[src/hdl/abfha_ram.sv]
`default_nettype none
module abfha_ram #(
    parameter int WIDTH = 8,
    parameter int DEPTH = 64
) (
    input  wire logic                     i_clk,
    input  wire logic                     i_we,
    input  wire logic [$clog2(DEPTH)-1:0] i_waddr,
    input  wire logic [WIDTH-1:0]         i_wdata,
    input  wire logic [$clog2(DEPTH)-1:0] i_raddr,
    output logic      [WIDTH-1:0]         o_rdata
);

    logic [WIDTH-1:0] r_mem [DEPTH];

    // One write port and one registered read port.
    always_ff @(posedge i_clk) begin
        if (i_we) begin
            r_mem[i_waddr] <= i_wdata;
        end
        o_rdata <= r_mem[i_raddr];
    end

endmodule
`default_nettype wire

[config.mk]
export PLATFORM = sky130hd
export DESIGN_NAME = abfha_ram
export DESIGN_NICKNAME = d
export VERILOG_FILES = /design/src/hdl/abfha_ram.sv
export SDC_FILE = /design/constraint.sdc
export NUM_CORES = 1
export LEC_CHECK = 0
export BUFFER_PORTS_ARGS = -buffer_cell sky130_fd_sc_hd__buf_4
export CAP_MARGIN = 20
export CORE_MARGIN = 4
export CORE_UTILIZATION = 56
export DETAILED_ROUTE_END_ITERATION = 12
export PLACE_DENSITY = 0.75
export SYNTH_ARGS = -nofsm -noshare
export SYNTH_HDL_FRONTEND = slang
export SYNTH_SLANG_ARGS = --single-unit
[constraint.sdc]
create_clock -name i_clk -period 1.6 [get_ports i_clk]
set_input_delay 0.08 -clock i_clk [delete_from_list [all_inputs] [get_ports i_clk]]
set_output_delay 0.08 -clock i_clk [all_outputs]
set_load 0.02 [all_outputs]
# Word level (Yosys, flattened, before mapping)
# Memories as Yosys holds them, arrays and structs flattened. A register that Yosys moved wholly into a read port is not among the register bits.
# Index checks and enable logic that the tools add are counted.
[totals]
memories = 1
reg_bits = 0
input_bits = 22
mem_bits_rw = 512
elab_cells = 3
[mem_list]
columns = ["name", "depth", "word_bits", "rd", "rd_clocked_by_memory_dff", "write_ports", "line", "rtl"]
rows = [
  ["r_mem", 64, 8, 1, 1, 1, "14", "logic [WIDTH-1:0] r_mem [DEPTH];"],
]
[classes]
n_mux = 2
[op_table]
columns = ["cell", "count"]
rows = [
  ["$mux 1", 2],
]

# Depth between registers and ports, before layout
# Gate-level depths: netlist of run 1.
[depth]
ltp_word = 2
ltp_mapped = 9
ltp_nobuf = 5

# Worst setup path before layout of run 1
# No wires, ideal clock.
[synth_timing]
path_kind = "in2reg"
startpoint = "input i_raddr[1]"
endpoint = "register o_rdata[3], read port of r_mem"
setup_time_ns = 0.128
t_arrival_ns = 1.620
path_buffers = 3
slack_ns = -0.148
cell_stages = 7
cell_sequence = "buf_4 > buf_2 > buf_2 > mux4_2 > mux4_2 > o21ai_1 > o41ai_1"
[synth_lines]
columns = ["element", "line", "rtl"]
rows = [
  ["from (decl)", "10", "input wire logic [$clog2(DEPTH)-1:0] i_raddr,"],
  ["to (decl)", "11", "output logic [WIDTH-1:0] o_rdata"],
]

==> run metrics, run 1 <==
worst reg2reg setup slack -0.37 ns; routed via count approximately 10000; final slew viol count 0; synthesized instance count 940; share of cells above drive strength 1 between 30% and 40%; leading register cell type out of synthesis edfxtp_1; IO Port Bufs 29; setup violators final 8; Antenna Cells 0; Detail Placement HPWL 28300 um; arrival time at the worst endpoint ~2.4 ns; nets between 1000 and 1500; crit end category flip-flop; Hold WC Path Type input pin to flip-flop; RSZ-0062 raised after global routing yes; clock network power share between 40 and 50%; Final Hold Violating Endpoints 0; Setup WS post-layout -0.369 ns; # IOs 30; Num CTS Buffers 50; Critical Path Start r_mem[20][6]; synth warn 0; Mapped Area about 20000 um2; Final min period 1.97 ns; Layout area overhead 17.9%; ANT nets after route 0; Reg power frac roughly 53%; ys async rst share 0%; ranking of synthesized cells by area edfxtp_1 76%, mux4_2 14%, nor2_1 1.5%, mux2i_1 1.1%, dfxtp_1 0.79%; Post-synth top cells 512 x edfxtp_1, 126 x mux4_2, 83 x nor2_1; clk buf depth 3; first-pass GRT wire length 67300 um; vias in the first global route roughly 10000; Syn Area/Cell approximately 21 um2; Final Cycle Share 123%; Worst VDD drop 0.00107 V; sequential area share after synthesis around 77%; Int Power 0.0227 W; Overflow after GRT 0; final WL 44800 um; area of the die 39100 um2; Leakage a little under 8 nW; MaxCap Viol Count 0; top-count cell post-synth edfxtp_1; Worst Tran Pin Value just over 0.7 ns; TritonCTS clock tree yes; routed len/inst 27.6 um; largest area contributor in the netlist edfxtp_1; FF-to-FF Start r_mem[20][6]; Worst Path Required 2.05 ns; initial antenna violation count 0; H-tree levels 2; CP Max Fanout 1; CTS root buffer clkbuf_16; pin count of the biggest net entering global routing 65; number of synthesized register bits 520; drt drc 0; critical path class flip-flop to flip-flop; Total Power 0.0285 W; area share of the largest cell type after synthesis 76.2%; clk_skew 0.0135 ns; Tot GR Track Use a little under a quarter; RR Endpoint o_rdata[6]; Initial Util between 50% and 60%; PD cells 1200 nW/um2; core area between 30000 and 40000 um2; syn_nets 962; Critical Path Start Type flip-flop; Comb pwr share 5.8%; vias per inst ~6.2; GP Congestion between 0.8 and 0.9; Distinct cells, synth 40; dpl ws -0.635 ns; row count between 60 and 70; failing checks negative setup slack; worst setup path end o_rdata[6]; Post-synth EDFFs roughly 510; initial DRC count 1073; Die Wd approximately 200 um; Net Sw Power approximately 0.0057 W; Fillers between 2000 and 2500; Max-Slew Margin vs Limit 52.9%; achievable frequency just over 500 MHz; clk_lat worst skew 0.58 ns; status finished with violations; DR pass1 iterations 5; # clock sinks 520; clock slew at reported path FFs ~0.06 ns; Die H 198 um; switching part of the total around a fifth; worst reg-to-reg path cell count 5
## critical path: stages, from the launching register on
cell,delay [ns]
edfxtp_1,0.42
mux4_2,0.52
mux2_4,0.29
o221a_4,0.27
nor3_4,0.22
o32ai_1,0.12
## worst min-delay path by stage
stage / start / to / cells past startpoint / slack, ns
6_report: i_wdata[5] / r_mem[13][5] / 1 / 0.06
5_1_grt: i_waddr[2] / r_mem[49][3] / 3 / 0.07
4_1_cts: i_wdata[3] / r_mem[20][3] / 1 / 0.05
3_5_place_dp: i_raddr[5] / o_rdata[2] / 3 / 0.45
3_3_place_gp: i_raddr[5] / o_rdata[1] / 3 / 0.45
2_1_floorplan: i_wdata[0] / r_mem[0][0] / 0 / 0.18
## metrics by stage
step | instances | util (%) | cell area (um2) | hold WS, ns | setup TNS [ns]
6_report | 1620 | 66.8 | 23800 | 0.0636 | -1.89
5_1_grt | 1620 | 66.8 | 23800 | 0.0692 | -2.25
4_1_cts | 1620 | 66.8 | 23800 | 0.0509 | -1.88
3_5_place_dp | 1530 | 61.9 | 22000 | 0.447 | -4.16
3_3_place_gp | 1530 | 61.9 | 22000 | 0.446 | -4.08
2_1_floorplan | 940 | - | 20300 | 0.179 | -0.184
## flip-flops by register name, indices dropped and copies added, names as in the netlist
register	flops
o_rdata	8
r_mem	512
## power groups by stage
stage                     sequential, W  clock [W]  combinational (W)
after floorplan                  0.0154          0           0.000835
after global placement           0.0154          0            0.00156
after detailed placement         0.0154          0            0.00159
after CTS                        0.0151     0.0118            0.00166
after global routing             0.0151     0.0125            0.00176
final                            0.0151     0.0117            0.00166
## cells by family after synthesis
group / synth area share, %
AOI/OAI and AO/OA: 2.07
buffers and inverters: 1.57
DFF: 77.0
muxes: 15.9
and+or+nand+nor: 3.39
## layout by cell type (no fill, tap or decap), drive strengths merged, types with 2 or more instances in the layout
cell	instances
mux4	126
nor2	83
a22oi	3
nand2b	7
o21ai	4
nor4	2
o2bb2ai	3
o41ai	2
o221a	2
o22ai	8
clkinv	17
o21a	2
a221oi	6
bufinv	6
nand2	19
dfxtp	8
nor2b	14
mux2i	23
a21oi	3
o2111ai	3
a2111oi	2
mux2	13
clkbuf	65
nand3	13
nand4	2
edfxtp	512
o221ai	8
buf	179
dlygate4sd3	3
a211oi	4
o32ai	2
nand3b	3
nor3	7
## cell type report
cell class              count  area (um2)  share of cell area, %
clock inverters            23         253                   1.06
flip-flops and latches    520       15500                   65.3
multi-input cells         369        4480                   18.8
well taps                 461         577                   2.43
clock buffers              64        1370                   5.75
repair buffers            183        1560                   6.57
## per-layer routing
metal	vias up	track usage, %	share of wire [%]
li1	4280	-	-
met5	-	0	0
met4	0	6.76	2.5
met1	5228	33.4	39
met2	484	37.7	50
met3	83	5.43	8.8
## timing repair
item	in CTS	in global routing
gates resized for setup	20	4
buffers inserted	0	0
endpoints found under the hold margin	62	0
hold buffers	3	0
endpoints found under the setup margin	8	8
pin swaps	5	2
Note: power is estimated with default switching activity, not from simulation.
==> inputs of run 2 (changes only) <==
--- a/config.mk
+++ b/config.mk
@@ -11,6 +11,8 @@
 export CORE_UTILIZATION = 56
 export DETAILED_ROUTE_END_ITERATION = 12
 export PLACE_DENSITY = 0.75
+export REMOVE_ABC_BUFFERS = 1
+export SLEW_MARGIN = 20
 export SYNTH_ARGS = -nofsm -noshare
 export SYNTH_HDL_FRONTEND = slang
 export SYNTH_SLANG_ARGS = --single-unit
==> run 2 against run 1 <==
Compared with the run above:
- the run still ends with negative setup slack left
- cell area rose by 1.1%
- utilization rose by 0.75 points
- cell count rose by 1.3%
- hold slack got worse by 0.0059 ns
- critical endpoint is now o_rdata[2]
- global-route usage rose by 0.81 points
- largest power group unchanged
- sequential share of layout area fell by 0.73 points
- count of clock-buffer cells in the layout fell by 6
- clock skew rose by 0.0014 ns
- critical path depth did not move
- clock power rose by 11%
==> run metrics, run 2 (synthesis results as in run 1) <==
# clock sinks 520 (unchanged); Worst Path Buf+Inv 0 (unchanged); GP Congestion 0.940 (+7.0%); drt drc 0 (unchanged); nets 1161 (+1.3%); Worst Tran Pin Value 0.749 ns (+0.0415 ns); status finished with violations; Detail Placement HPWL 28900 um (+2.1%); clock slew at reported path FFs 0.06 ns (about the same); routed len/inst 28.6 um (+3.3%); initial antenna violation count 0 (unchanged); Hold Crit Start i_waddr[1]; ANT nets after route 0 (unchanged); pin count of the biggest net entering global routing 65 (unchanged); vias in the first global route 10725 (+2.3%); Max-Slew Margin vs Limit 50.1% (-2.8 points); Die Wd 198 um (unchanged); final WL 46900 um (+4.7%); critical path class flip-flop to flip-flop; Num CTS Buffers 50 (unchanged); CP delay by family, top multiplexers; Leakage 7.94 nW (+2.0%); crit end category flip-flop; max reg flops 512 (unchanged); area of the die 39100 um2 (unchanged); setup TNS -1.52 ns (+0.369 ns); Final Cell Area 24000 um2 (+1.1%); biggest regs r_mem x512, o_rdata x8; FF-to-FF Start r_mem[15][2]; routed via count 10469 (+3.9%); H-tree levels 2 (unchanged); RSZ-0062 raised after global routing yes; DR pass1 iterations 5 (unchanged); Worst VDD drop 0.000989 V (-7.8%); Cell Chain, Critical Path mux4_2 -> mux4_2 -> nor2_4 -> nor3_2 -> o2bb2ai_1; share of cells above drive strength 1 35.8% (+1.1 points); clk_lat worst skew 0.56 ns (-0.02 ns); Setup WS post-layout -0.250 ns (+0.119 ns); first-pass GRT wire length 70100 um (+4.1%); dpl ws -0.529 ns (+0.106 ns); Post-DP Area 22100 um2 (+0.44%); Critical Path Start Type flip-flop; Worst Path Required 2.04 ns (about the same); MaxCap Viol Count 0 (unchanged); Layout area overhead 19.2%; setup violators final 8 (unchanged); Antenna Cells 0 (unchanged); arrival time at the worst endpoint 2.29 ns (-0.13 ns); Hold WC Path Type input pin to flip-flop; TritonCTS clock tree yes; final slew viol count 0 (unchanged); Initial Util 56.7% (unchanged); failing checks negative setup slack; Critical Path Start r_mem[15][2]; core area 35600 um2 (unchanged); vias per inst 6.38 (+2.6%); Final min period 1.85 ns (-0.119 ns); Final Hold Violating Endpoints 0 (unchanged); clk buf depth 3 (unchanged); CP Max Fanout 1 (unchanged); Tot GR Track Use 24.4% (+0.81 points); most frequent cell on the critical path mux4_2; achievable frequency 541 MHz (+6.5%); initial DRC count 1526 (+42%); Overflow after GRT 0 (unchanged); Hold WS 0.0578 ns (-0.00585 ns); # IOs 30 (unchanged); commonest non-fill, non-tap cell in the layout edfxtp_1; CP max stage delay 0.56 ns (+0.04 ns); clk_skew 0.0149 ns (+0.00140 ns); slowest stage cell on the critical path mux4_2; IO Port Bufs 29 (unchanged); Die H 198 um (unchanged); leading cell types in the layout, fill and taps excluded 512 x edfxtp_1, 178 x buf_4, 126 x mux4_2; Setup Buffers After CTS 0 (unchanged); Biggest register r_mem; PD cells 1240 nW/um2 (+3.4%); row count 69 (unchanged); Final Cycle Share 116% (-7.5 points); CTS root buffer clkbuf_16
-- run 2: changes by cell type in the layout (fill, tap and decap cells not counted), sizes merged --
cell	change
buf	+15
clkinvlp	+2
inv	+2
clkbuf	-6
bufinv	+8
-- run 2: per-layer routing --
metal	vias to the layer above	GRT usage, %	part of all wire, %
met3	85	4.48	9.3
met4	0	4.97	2.3
met5	-	0	0
met2	594	38.9	49
met1	5471	36.4	40
li1	4319	-	-
-- run 2: worst paths after layout --
check / to / slack (ns) / cells past startpoint
setup / recovery: o_rdata[2] / -0.25 / 5
hold / removal: r_mem[49][0] / 0.06 / 3
setup reg to reg: o_rdata[2] / -0.25 / 5
hold reg to reg: o_rdata[6] / 0.90 / 3
-- run 2: final cells by class --
| class | instances | area (um2) |
|---|---|---|
| sequential | 520 | 15500 |
| fill | 2181 | 11500 |
| multi-input combinational | 369 | 4400 |
| timing repair buffer | 198 | 1700 |
| clock buffer | 58 | 1280 |
| tap | 461 | 577 |
| clock inverter | 35 | 549 |
-- run 2: repair_timing --
action                                 in CTS  in global routing
endpoints found under the hold margin      54                  0
setup endpoints to repair                   8                  8
resized for setup                          15                  5
pin swaps                                   6                  3
hold buffers                                3                  0
-- run 2: metrics by stage --
stage,total power (W),util [%],instances
finish,0.0298,67.6,1641
global route,0.0307,67.6,1641
CTS,0.0299,67.5,1641
detailed placement,0.0170,62.1,1545
global placement,0.0170,62.1,1545
floorplan,0.0160,-,889
-- run 2: power by group --
part           internal, W  switching (W)  total [W]  leakage [nW]
Clock              0.00802        0.00493     0.0130         0.884
Combinational     0.000722       0.000949    0.00167          2.38
Sequential          0.0151      0.0000661     0.0151          4.67
-- run 2: tightest hold or removal path, stage by stage --
cell    delay (ns)
buf_4         0.13
nor3_1        0.08
buf_4         0.15
==> inputs of run 3 (changes only) <==
--- a/config.mk
+++ b/config.mk
@@ -9,9 +9,9 @@
 export CAP_MARGIN = 20
 export CORE_MARGIN = 4
 export CORE_UTILIZATION = 56
+export CTS_CLUSTER_SIZE = 10
 export DETAILED_ROUTE_END_ITERATION = 12
-export PLACE_DENSITY = 0.75
-export REMOVE_ABC_BUFFERS = 1
+export PLACE_DENSITY = 0.86
 export SLEW_MARGIN = 20
 export SYNTH_ARGS = -nofsm -noshare
 export SYNTH_HDL_FRONTEND = slang
==> run 3 against run 2 <==
Compared with the run above:
- the run still ends with negative setup slack left
- worst setup slack got worse by 0.029 ns
- utilization decreased by 0.50 points
- non-clock buffer count decreased by 17
- cell count about the same
- sequential power about the same
- sequential share of layout area increased by 0.48 points
- count of clock-buffer cells in the layout increased by 48
- register-to-register slack got worse by 0.03 ns
- clock power decreased by 9%
- total power decreased by 3.6%
- first-iteration DRC count increased by 11%
- critical endpoint is now o_rdata[1]
==> run metrics, run 3 (synthesis results as in run 1) <==
ANT nets after route 0 (unchanged); Int Power 0.0227 W (-4.8%); Final Cell Area 23900 um2 (-0.74%); worst reg-to-reg path cell count 5 (unchanged); MaxCap Viol Count 0 (unchanged); slowest stage cell on the critical path mux4_2; achievable frequency 532 MHz (-1.5%); Final min period 1.88 ns (+0.0290 ns); switching part of the total 21.0% (+1.0 points); Worst VDD drop 0.00109 V (+9.7%); initial antenna violation count 3 (+3); Critical Path Start r_mem[7][1]; Critical Path Start Type flip-flop; Num CTS Buffers 58 (+16%); share of cells above drive strength 1 34.0% (-1.8 points); Tot GR Track Use 25.0% (+0.66 points); Layout area overhead 18.3%; FF-to-FF Start r_mem[7][1]; clk_skew 0.0109 ns (-0.00394 ns); final slew viol count 0 (unchanged); CP delay by family, top multiplexers; commonest non-fill, non-tap cell in the layout edfxtp_1; core area 35600 um2 (unchanged); routed via count 10847 (+3.6%); Setup WS post-layout -0.279 ns (-0.0290 ns); Leakage 7.78 nW (-2.0%); crit end category flip-flop; RSZ-0062 raised after global routing yes; Net Sw Power 0.00602 W (+1.3%); row count 69 (unchanged); final WL 48800 um (+4.0%); H-tree levels 2 (unchanged); status finished with violations; PD cells 1200 nW/um2 (-2.8%); IO Port Bufs 29 (unchanged); initial DRC count 1690 (+11%); failing checks negative setup slack; worst setup path end o_rdata[1]; met2 wire len 23900 um (+5.0%); Biggest register r_mem; arrival time at the worst endpoint 2.33 ns (+0.04 ns); CP Max Fanout 1 (unchanged); Layout Cells excl Fill 1640 (-0.061%); critical path class flip-flop to flip-flop; Final Cycle Share 117% (+1.8 points); Die H 198 um (unchanged); biggest regs r_mem x512, o_rdata x8; routed len/inst 29.7 um (+4.1%); leading cell types in the layout, fill and taps excluded 512 x edfxtp_1, 161 x buf_4, 126 x mux4_2; Worst Path Required 2.05 ns (about the same); TritonCTS clock tree yes; clock network power share 41.2% (-2.3 points); Max-Slew Margin vs Limit 51.4% (+1.3 points); first-pass GRT wire length 72200 um (+3.0%); CTS root buffer clkbuf_16; metal3 WL 5270 um (+21%); vias in the first global route 11113 (+3.6%); drt drc 0 (unchanged); Metal-1 WL 17800 um (-4.8%); clk buf depth 3 (unchanged); Hold WC Path Type input pin to flip-flop; Die Wd 198 um (unchanged); clk_lat worst skew 0.58 ns (+0.02 ns); placed cells 1528 (-1.1%); max layer used met5; pin count of the biggest net entering global routing 65 (unchanged); clock slew at reported path FFs 0.06 ns (about the same); Final Hold Violating Endpoints 0 (unchanged); DR pass1 iterations 6 (+1); vias per inst 6.61 (+3.7%); most frequent cell on the critical path mux4_2; area of the die 39100 um2 (unchanged); Core Util, Final 67.1% (-0.50 points); worst reg2reg setup slack -0.28 ns (-0.03 ns); Reg power frac 52.8% (+1.9 points); Worst Path Buf+Inv 0 (unchanged); Comb pwr share 6.0% (+0.4 points); Worst Tran Pin Value 0.729 ns (-0.0199 ns); setup violators final 8 (unchanged); Detail Placement HPWL 29300 um (+1.5%); GP Congestion 0.886 (-5.7%); Overflow after GRT 0 (unchanged); Cell Chain, Critical Path mux4_2 -> mux4_2 -> nor2_4 -> nor3_2 -> o2bb2ai_1; Initial Util 56.7% (unchanged); nets 1152 (-0.78%); CP max stage delay 0.54 ns (-0.02 ns); RR Endpoint o_rdata[1]; # clock sinks 520 (unchanged); Antenna Cells 0 (unchanged); # IOs 30 (unchanged); Post-DP Area 22000 um2 (-0.45%); max reg flops 512 (unchanged); CP Depth 5 (unchanged)
run 3: repair_timing:
action                                  in CTS  in global routing
pin swaps                                    4                  0
endpoints found under the setup margin       8                  8
hold buffers                                 3                  0
endpoints found under the hold margin       65                  0
buffers inserted                             0                  0
resized for setup                           20                 10
run 3: routing by layer:
layer  GRT usage (%)  up-vias
li1                -     4313
met1            35.1     5589
met2            40.1      798
met3            5.56      143
met4            8.14        4
met5               0        -
run 3: stage by stage:
step	hold WS (ns)	power, W	setup WS, ns	TNS, ns
floorplan	0.179	0.0163	-0.0502	-0.184
global placement	0.456	0.0170	-0.376	-2.60
detailed placement	0.474	0.0170	-0.452	-3.44
CTS	0.0739	0.0288	-0.268	-1.42
global route	0.0939	0.0296	-0.331	-1.91
finish	0.0660	0.0287	-0.279	-1.63
run 3: worst min-delay path by stage:
| stage | slack (ns) | start | cells past startpoint | to |
|---|---|---|---|---|
| final | 0.07 | i_wdata[7] | 1 | r_mem[20][7] |
| after global routing | 0.09 | i_wdata[7] | 1 | r_mem[9][7] |
| after CTS | 0.07 | i_wdata[7] | 1 | r_mem[20][7] |
| after detailed placement | 0.47 | i_raddr[5] | 3 | o_rdata[2] |
| after global placement | 0.46 | i_raddr[5] | 3 | o_rdata[2] |
| after floorplan | 0.18 | i_wdata[0] | 0 | r_mem[0][0] |
run 3: cell type report:
class / count / area, um2
Clock buffer: 106 / 1650
Clock inverter: 3 / 22.5
Fill cell: 2073 / 11700
Multi-Input combinational cell: 369 / 4510
Sequential cell: 520 / 15500
Tap cell: 461 / 577
Timing Repair Buffer: 181 / 1560
run 3: power groups by stage:
stage / Sequential, W / Combinational [W] / Clock (W)
after global routing: 0.0152 / 0.00179 / 0.0126
after CTS: 0.0152 / 0.00166 / 0.0120
final: 0.0152 / 0.00171 / 0.0118
after floorplan: 0.0154 / 0.000835 / 0
after detailed placement: 0.0154 / 0.00159 / 0
after global placement: 0.0154 / 0.00153 / 0
